$ cat src/rtl/core/jets_pkg.sv
`timescale 1ns / 1ps
// ----------------------------------------------------------------------------
// jets_pkg
// Shared widths, constants, controller codes and the command and status
// types of the Julia escape-time point evaluator.
// ----------------------------------------------------------------------------
package jets_pkg;

  localparam int WORD_BITS = 32;
  localparam int FRAC_BITS = 28;
  localparam int ITER_BITS = 10;
  localparam int THR_BITS  = 28;
  localparam int CNT_BITS  = 11;
  localparam int IDX_BITS  = 2;

  // Squares carry 2*WORD_BITS-FRAC_BITS bits, the doubled cross product one more
  localparam int SQ_BITS   = 2 * WORD_BITS - FRAC_BITS;
  localparam int XP_BITS   = SQ_BITS + 1;
  localparam int SUM_BITS  = SQ_BITS + 2;
  localparam int MAG_BITS  = SQ_BITS;

  localparam logic [MAG_BITS-1:0] MAG_FOUR = MAG_BITS'(4) << FRAC_BITS;

  // Configuration register indexes
  localparam logic [IDX_BITS-1:0] REG_C_REAL   = 2'd0;
  localparam logic [IDX_BITS-1:0] REG_C_IMAG   = 2'd1;
  localparam logic [IDX_BITS-1:0] REG_MAX_ITER = 2'd2;
  localparam logic [IDX_BITS-1:0] REG_CONV_THR = 2'd3;

  // Configuration reset values
  localparam logic [WORD_BITS-1:0] C_REAL_RST   = 32'sd26854283;
  localparam logic [WORD_BITS-1:0] C_IMAG_RST   = -32'sd307479393;
  localparam logic [ITER_BITS-1:0] MAX_ITER_RST = 10'd101;
  localparam logic [THR_BITS-1:0]  CONV_THR_RST = 28'd268;

  // Controller state codes
  localparam logic [1:0] ST_IDLE = 2'd0;
  localparam logic [1:0] ST_MUL  = 2'd1;
  localparam logic [1:0] ST_ADD  = 2'd2;

  typedef struct packed {
    logic load;
    logic mul;
    logic add;
  } jets_cmd_t;

  typedef struct packed {
    logic stop;
  } jets_status_t;

  // Saturate a wide signed sum to the signed word range
  function automatic logic signed [WORD_BITS-1:0] clamp_word(
    input logic signed [SUM_BITS-1:0] v
  );
    logic signed [WORD_BITS-1:0] r;
    if (v[SUM_BITS-1:WORD_BITS-1] == {(SUM_BITS-WORD_BITS+1){1'b0}} ||
        v[SUM_BITS-1:WORD_BITS-1] == {(SUM_BITS-WORD_BITS+1){1'b1}}) begin
      r = v[WORD_BITS-1:0];
    end else if (v[SUM_BITS-1]) begin
      r = {1'b1, {(WORD_BITS-1){1'b0}}};
    end else begin
      r = {1'b0, {(WORD_BITS-1){1'b1}}};
    end
    return r;
  endfunction

endpackage

$ cat src/rtl/core/jets_ctrl.sv
`timescale 1ns / 1ps
// ----------------------------------------------------------------------------
// jets_ctrl
// Sequencer: loads a request, then alternates multiply and update phases
// until the datapath reports a stop, and strobes done once.
// ----------------------------------------------------------------------------
module jets_ctrl (
  input  logic                   clk,
  input  logic                   rst,
  input  logic                   start,
  input  jets_pkg::jets_status_t status,
  output jets_pkg::jets_cmd_t    cmd,
  output logic                   busy,
  output logic                   done
);
  import jets_pkg::*;

  logic [1:0] state;
  logic [1:0] state_next;
  logic       done_next;

  always_comb begin
    state_next = state;
    done_next  = 1'b0;
    cmd        = '0;
    case (state)
      ST_IDLE: begin
        if (start) begin
          cmd.load   = 1'b1;
          state_next = ST_MUL;
        end
      end
      ST_MUL: begin
        cmd.mul    = 1'b1;
        state_next = ST_ADD;
      end
      ST_ADD: begin
        cmd.add = 1'b1;
        if (status.stop) begin
          done_next  = 1'b1;
          state_next = ST_IDLE;
        end else begin
          state_next = ST_MUL;
        end
      end
      default: state_next = ST_IDLE;
    endcase
  end

  always_ff @(posedge clk) begin
    if (rst) begin
      state <= ST_IDLE;
      done  <= 1'b0;
    end else begin
      state <= state_next;
      done  <= done_next;
    end
  end

  assign busy = (state != ST_IDLE);

endmodule

$ cat config.mk
export PLATFORM = sky130hd
export DESIGN_NAME = jets_ctrl
export DESIGN_NICKNAME = d
export VERILOG_FILES = /design/src/rtl/core/jets_pkg.sv /design/src/rtl/core/jets_ctrl.sv
export SDC_FILE = /design/constraint.sdc
export NUM_CORES = 1
export LEC_CHECK = 0
export BUFFER_PORTS_ARGS = -buffer_cell sky130_fd_sc_hd__buf_4
export CAP_MARGIN = 10
export CORE_AREA = 4 4 41 43
export CTS_BUF_LIST = sky130_fd_sc_hd__clkbuf_8
export DETAILED_ROUTE_END_ITERATION = 10
export DIE_AREA = 0 0 45 47
export GPL_TIMING_DRIVEN = 0
export RECOVER_POWER = 100
export SLEW_MARGIN = 15
export SYNTH_ARGS = -nofsm -noshare
export SYNTH_HDL_FRONTEND = slang
export SYNTH_SLANG_ARGS = --single-unit
$ cat constraint.sdc
create_clock -name clk -period 0.8 [get_ports clk]
set_input_delay 0.12 -clock clk [delete_from_list [all_inputs] [get_ports clk]]
set_output_delay 0.12 -clock clk [all_outputs]
set_load 0.02 [all_outputs]
==> results of run 1 <==
area by class of cell:
cell class                 count  share of cell area [%]
timing repair buffer          11                    30.8
multi-input combinational     10                    27.3
tap                           15                    5.93
sequential                     3                    20.6
inverter                       1                    1.19
clock buffer                   3                    13.0
clock inverter                 1                    1.19
cells in the mapped netlist:
library cell and count:
dfxtp_1 3, nand2b_1 2, a211oi_2 1, and2b_1 1
buf_4 1, inv_1 1, nand2_1 1, nor2_1 1
nor2b_1 1, nor2b_2 1, nor3_1 1, or2_1 1
cells by family after synthesis:
group / after synthesis
and+or+nand+nor: 9
buffers and inverters: 2
DFF: 3
AOI/OAI and AO/OA: 1
power groups by stage:
stage | Clock [uW] | Sequential, uW | Combinational [uW]
floorplan | 0 | 167 | 58.2
detailed placement | 0 | 168 | 98.5
global placement | 0 | 168 | 97.6
finish | 431 | 161 | 129
global route | 457 | 162 | 138
CTS | 452 | 161 | 128
worst paths after layout:
path | startpoint | to | slack (ns) | depth (start not counted)
worst max-delay path | state[1] | cmd[2] | -0.31 | 3
worst min register to register | state[0] | done | 0.61 | 3
worst max register to register | state[1] | state[0] | -0.11 | 3
worst min-delay path | rst | state[0] | 0.08 | 2
registers in the layout, indices dropped and copies added, names as in the netlist:
signal,count
done,1
state,2
repair_timing:
action / in CTS / in global routing
gates resized for setup: 8 / 1
setup buffers: 3 / 0
setup endpoints to repair: 4 / 7
pin swaps: 1 / 1
through the flow:
stage	total power, uW	setup TNS (ns)	hold slack, ns	cell area [sq um]
final	721	-1.11	0.0814	317
after CTS	741	-1.12	0.0634	312
after floorplan	225	-0.134	0.185	148
after global placement	265	-0.317	0.297	226
after global routing	756	-1.30	0.0840	317
after detailed placement	266	-0.340	0.302	226
per-layer routing:
| layer | global-route usage (%) | vias up |
|---|---|---|
| met1 | 3.85 | 66 |
| met2 | 7.63 | 10 |
| met4 | 10.5 | 0 |
| met3 | 2.68 | 2 |
| li1 | - | 73 |
| met5 | 0 | - |
==> results.toml, run 1 <==
[clock_network]
htreeDepth = 1
cts_root_buf = "clkbuf_8"
numCtsBuffers = 3
clock_sinks = 3
clk_latency_ns = 0.22
cts_buffer_depth = 2
hold_buffers = 0
cts_tree = "yes"
clk_pin_slew_ns = 0.03

[timing]
finalCriticalPeriod_ns = 1.11
setup_ws_ns = -0.307
clock-skew-final_ns = 0.00267
worst_pin_slew_ns = 0.158
finalMaxSlewViolations = 0
hold_violations = 0
relSlewSlack_pct = 89.4
rsz0062_at_grt = "yes"
setup_viol = 5
finalCritPeriodShare_pct = 138
max_freq_mhz = 904

[setup_path]
path_buf_inv = 1
worst_ep_required_time_ns = 0.68
crit_path_start_kind = "flip-flop"
arrival_ns = 0.99
crit_slowest_cell = "dfxtp_4"
cp_top_family = "flip-flops"
path_cells = "or2_4 > nor2_4 > buf_6"
cp_max_fo = 3
cp-end-kind = "output pin"
path_class = "reg -> out"
slowest_delay_ns = 0.34

[finish]
postLayoutCoreUtil_pct = 24.3
final_nets = 34
multi_input_comb_area_sq_um = 86.3
nFillCells = 151
drive_above_1_share_pct = 72.4
layout_commonest_cell = "buf_4"
seq_area_sq_um = 65.1
post_layout_nonfiller_instances = 44
final_cell_mix = "7 x buf_4, 4 x buf_6, 3 x clkbuf_8"
syn_to_final_growth_pct = 130
n_antenna_cell = 0

[power]
power_frac_seq_pct = 22.4
p_int_uw = 556
switching_share_pct = 22.9
ir_drop_uv = 547
p_leak_uw = 0.000148
powerDensity_nw_per_um2 = 2280
combPwrFrac_pct = 17.9
p_switching_uw = 165
clockPowerShare_pct = 59.7

[global_routing]
grt_pass1_wl_um = 690
grt_max_degree = 5
globalRouteTotalUtil_pct = 5.45
grt_pass1_vias = 178
antenna_found_initial = 0
grt_overflow = 0

[status]
status = "finished with violations"
violations = "negative setup slack"

[synthesis]
synth_compound_area_share_pct = 9.09
ys_seq_area_share_pct = 43.6
syn_nets = 19
syn_area_sq_um = 138
synthMuxAreaShare_pct = 0
synthCells = 15
synth.avg_cell_area_sq_um = 9.18
synth_top_family_by_area = "simple AND/OR/NAND/NOR gates"
ys_top_cells_by_area = "dfxtp_1 44%, a211oi_2 9.1%, nand2b_1 9.1%"
yosysWarnings = 0
synthAdderAreaFrac_pct = 0
ys_seq_elements = 3
netlist.top_cell.by_area = "dfxtp_1"
synth-xor-area-share_pct = 0
synth.distinct_cells = 12
synthSimpleGateAreaFrac_pct = 39.1
synth_top_cell_area_share_pct = 43.6

[routing]
ant_nets = 0
drcViolationCount = 0
highest_layer = "met4"
drt_iter0_drc = 3
wl_met1_um = 134
wl_met3_um = 45
met2_length_um = 216
vias_per_cell = 3.43
wl_per_cell_um = 9.41
first_pass_iters = 2
num_vias = 151
routed_wl_um = 414

[die]
die_h_um = 47
pin_count = 9
num_rows = 13
start_util_pct = 10.6
die_w_um = 45
core-area_sq_um = 1300
dieArea_sq_um = 2120

[placement]
pre_cts_ws_ns = -0.124
io_buffers = 8
gp_congestion = 0.573
post-place-cells = 38

[hold_path]
hold_class = "in -> reg"

[run]
cap_violations = 0
(Power assumes the default switching activity.)
==> inputs of run 2 (changes only) <==
--- a/config.mk
+++ b/config.mk
@@ -11,7 +11,6 @@
 export CTS_BUF_LIST = sky130_fd_sc_hd__clkbuf_8
 export DETAILED_ROUTE_END_ITERATION = 10
 export DIE_AREA = 0 0 45 47
-export GPL_TIMING_DRIVEN = 0
 export RECOVER_POWER = 100
 export SLEW_MARGIN = 15
 export SYNTH_ARGS = -nofsm -noshare
==> constraint.sdc (replaced) <==
create_clock -name clk -period 1.4 [get_ports clk]
set_input_delay 0.21 -clock clk [delete_from_list [all_inputs] [get_ports clk]]
set_output_delay 0.21 -clock clk [all_outputs]
set_load 0.02 [all_outputs]
==> run 2 against run 1 <==
Compared with the run above:
- the run now ends clean
- utilization decreased by 6.3 points
- first-iteration DRC count decreased by 33%
- clock skew about the same
- sequential share of layout area increased by 5.0 points
==> results.toml, run 2 (synthesized netlist as in run 1, its figures left out) <==
[clock_network]
htreeDepth = 1
cts_buffer_depth = 2
numCtsBuffers = 3
postCtsSetupRepairBufs = 0
hold_buffers = 0
cts_tree = "yes"
clock_sinks = 3
clk_latency_ns = 0.21
clk_pin_slew_ns = 0.03
cts_root_buf = "clkbuf_8"
cts_resized = 0

[routing]
drcViolationCount = 0
vias_per_cell = 3.29
num_vias = 135
routed_wl_um = 321
wl_per_cell_um = 7.83
ant_nets = 0
first_pass_iters = 2
drt_iter0_drc = 2

[placement]
pre_cts_ws_ns = 0.390
io_buffers = 8
gp_congestion = 0.518

[timing]
finalMaxSlewViolations = 0
finalCritPeriodShare_pct = 87.9
hold_violations = 0
clock-skew-final_ns = 0.00223
relSlewSlack_pct = 82.7
setup_ws_ns = 0.170
rsz0062_at_grt = "no"
tns_ns = 0
finalCriticalPeriod_ns = 1.23
worst_pin_slew_ns = 0.261
max_freq_mhz = 813
setup_viol = 0

[finish]
layout_commonest_cell = "buf_4"
largest_register_ffs = 2
n_antenna_cell = 0
final_cell_mix = "5 x buf_4, 3 x clkbuf_8, 3 x dfxtp_1, 3 x clkbuf_1"
largest_registers = "state x2, done x1"
drive_above_1_share_pct = 30.8
regMostFlops = "state"
nFillCells = 163
final_nets = 31
syn_to_final_growth_pct = 70.9

[power]
ir_drop_uv = 324
p_leak_uw = 0.000109
powerDensity_nw_per_um2 = 1610

[global_routing]
grt_pass1_wl_um = 476
grt_overflow = 0
globalRouteTotalUtil_pct = 4.03
antenna_found_initial = 0
grt_max_degree = 7
grt_pass1_vias = 123

[setup_path]
crit_slowest_cell = "dfxtp_1"
cp_max_fo = 5
worst_ep_required_time_ns = 1.19
path_cells = "or2_0 > nor2_1 > buf_4"
path_buf_inv = 1
arrival_ns = 1.02
crit_path_start_kind = "flip-flop"
cp-end-kind = "output pin"
slowest_delay_ns = 0.33
path_class = "reg -> out"
cp_top_family = "flip-flops"

[status]
status = "finished clean"

[die]
start_util_pct = 10.6
num_rows = 13
die_h_um = 47
die_w_um = 45
dieArea_sq_um = 2120
core-area_sq_um = 1300
pin_count = 9

[run]
cap_violations = 0

[hold_path]
hold_class = "in -> reg"
==> run 2: changes by cell type in the layout (fill, tap and decap cells not counted), sizes merged <==
cell	change
buf	-6
clkbuf	+3
==> run 2: cell type report <==
cell class,count,area (sq um),share of cell area (%)
clock buffer,3,41.3,17.6
timing repair buffer,8,48.8,20.7
sequential,3,60.1,25.5
multi-input combinational,10,58.8,25.0
tap,15,18.8,7.98
inverter,1,3.75,1.60
clock inverter,1,3.75,1.60
==> run 2: layer usage <==
layer,up-vias,global-route usage [%],part of all wire [%]
met5,-,0,0
met4,0,7.02,0
met3,0,3.45,16
met2,7,4.24,40
met1,59,3.40,44
li1,69,-,-
==> run 2: final timing paths <==
check | cells past startpoint | startpoint | slack (ns) | to
setup reg to reg | 2 | state[1] | 0.61 | state[0]
hold reg to reg | 2 | state[1] | 0.49 | done
setup / recovery | 3 | state[0] | 0.17 | cmd[2]
hold / removal | 2 | rst | 0.17 | state[0]
==> run 2: stage by stage <==
stage	util, %	cell area (sq um)	power (uW)	cells	hold slack, ns
6_report	18.1	235	379	41	0.170
5_1_grt	18.1	235	403	41	0.179
4_1_cts	19.5	254	395	41	0.163
3_5_place_dp	16.1	209	143	37	0.391
3_3_place_gp	16.1	209	143	37	0.389
2_1_floorplan	-	138	122	15	0.275
==> run 2: report_power, final <==
part / internal [uW] / switching [uW]
clock: 187 / 56.8
sequential: 90.0 / 4.03
combinational: 19.8 / 22.0
==> inputs of run 3 (changes only) <==
--- a/config.mk
+++ b/config.mk
@@ -6,7 +6,6 @@
 export NUM_CORES = 1
 export LEC_CHECK = 0
 export BUFFER_PORTS_ARGS = -buffer_cell sky130_fd_sc_hd__buf_4
-export CAP_MARGIN = 10
 export CORE_AREA = 4 4 41 43
 export CTS_BUF_LIST = sky130_fd_sc_hd__clkbuf_8
 export DETAILED_ROUTE_END_ITERATION = 10
==> constraint.sdc (replaced) <==
create_clock -name clk -period 1.3 [get_ports clk]
set_input_delay 0.195 -clock clk [delete_from_list [all_inputs] [get_ports clk]]
set_output_delay 0.195 -clock clk [all_outputs]
set_load 0.02 [all_outputs]
==> run 3 against run 2 <==
Compared with the run above:
- cell count is the same
- total power grew 7.5%
- utilization grew 0.096 points
- sequential power grew 7%
- clock-buffer cell count is the same
- worst setup slack lost 0.075 ns
- largest power group unchanged
==> results.toml, run 3 (synthesized netlist as in run 1, its figures left out) <==
[status]
status = "finished clean"

[global_routing]
grt_max_degree = 7
grt_overflow = 0
antenna_found_initial = 0
globalRouteTotalUtil_pct = 3.63
grt_pass1_vias = 122
grt_pass1_wl_um = 455

[timing]
hold_violations = 0
clock-skew-final_ns = 0.00145
tns_ns = 0
finalMaxSlewViolations = 0
max_freq_mhz = 830
finalCriticalPeriod_ns = 1.21
worst_pin_slew_ns = 0.256
rsz0062_at_grt = "no"
setup_viol = 0
relSlewSlack_pct = 83.0
finalCritPeriodShare_pct = 92.7

[die]
start_util_pct = 10.6
num_rows = 13
dieArea_sq_um = 2120
core-area_sq_um = 1300
die_h_um = 47
pin_count = 9
die_w_um = 45

[setup_path]
rr_startpoint = "state[1]"
path_class = "reg -> out"
ff2ff_path_depth = 2
r2r-end = "state[0]"
crit_path_start_kind = "flip-flop"
cp-end-kind = "output pin"
cp_max_fo = 5
worst_ep_required_time_ns = 1.11
ff2ff_setup_slack_ns = 0.52
arrival_ns = 1.01

[power]
p_int_uw = 320
power_frac_seq_pct = 24.7
clockPowerShare_pct = 64.1
combPwrFrac_pct = 11.2
p_switching_uw = 88.0
switching_share_pct = 21.6
p_leak_uw = 0.000112
powerDensity_nw_per_um2 = 1720
p_total_uw = 408
ir_drop_uv = 388

[finish]
largest_register_ffs = 2
final_cell_mix = "5 x buf_4, 3 x clkbuf_8, 3 x dfxtp_1"
postLayoutCoreUtil_pct = 18.2
largest_registers = "state x2, done x1"
drive_above_1_share_pct = 34.6
final_nets = 31
syn_to_final_growth_pct = 71.8
regMostFlops = "state"
n_antenna_cell = 0
layout_commonest_cell = "buf_4"
post_layout_nonfiller_instances = 41

[clock_network]
cts_root_buf = "clkbuf_8"
hold_buffers = 0
clock_sinks = 3
cts_buffer_depth = 2
postCtsSetupRepairBufs = 0
numCtsBuffers = 3
htreeDepth = 1
cts_resized = 0
clk_latency_ns = 0.21
cts_tree = "yes"
clk_pin_slew_ns = 0.03

[routing]
vias_per_cell = 3.10
num_vias = 127
wl_per_cell_um = 7.56
drt_iter0_drc = 2
drcViolationCount = 0
ant_nets = 0
routed_wl_um = 310
first_pass_iters = 2

[hold_path]
whs_endpoint = "state[0]"
hold_class = "in -> reg"
holdPathStages = 2
holdCritStartpoint = "rst"

[placement]
post-place-cells = 37
gp_congestion = 0.524
io_buffers = 8

[run]
cap_violations = 0
[run 3: cell counts in the layout (fill, tap and decap cells not counted)]
No cell type changed its count.
[run 3: metrics by stage]
step | worst slack (ns) | instance area (sq um) | hold WS (ns)
6_report | 0.0947 | 236 | 0.161
5_1_grt | 0.0193 | 236 | 0.164
4_1_cts | 0.0762 | 254 | 0.152
3_5_place_dp | 0.306 | 209 | 0.377
3_3_place_gp | 0.311 | 209 | 0.374
2_1_floorplan | 0.149 | 138 | 0.260
[run 3: worst max-delay path: stages (launching register included)]
cell     delay (ns)
dfxtp_1        0.32
or2_0          0.24
nor2_1         0.09
buf_4          0.14
[run 3: worst max-delay path by stage]
stage | to | slack (ns) | from | cells after the start
floorplan | cmd[2] | 0.15 | state[0] | 2
global placement | cmd[2] | 0.31 | state[0] | 3
detailed placement | cmd[2] | 0.31 | state[0] | 3
CTS | cmd[2] | 0.08 | state[0] | 3
global route | cmd[2] | 0.02 | state[0] | 3
finish | cmd[2] | 0.09 | state[0] | 3
[run 3: power groups by stage]
stage                     registers (uW)  clock network [uW]  logic (uW)
after floorplan                      102                   0        29.3
after global placement               103                   0        50.8
after detailed placement             103                   0        51.3
after CTS                            101                 272        51.4
after global routing                 102                 278        49.3
final                                101                 261        45.6
[run 3: area by class of cell]
type | instances | area, sq um
multi-input cells | 10 | 58.8
inverters | 1 | 3.75
clock buffers | 3 | 41.3
repair buffers | 8 | 50.0
clock inverters | 1 | 3.75
well taps | 15 | 18.8
fillers | 154 | 1060
flip-flops and latches | 3 | 60.1
[run 3: metal layers]
layer / part of all wire [%] / track usage, % / vias up
li1: - / - / 67
met1: 43 / 2.95 / 53
met2: 40 / 3.95 / 7
met3: 17 / 3.83 / 0
met4: 0 / 5.26 / 0
met5: 0 / 0 / -
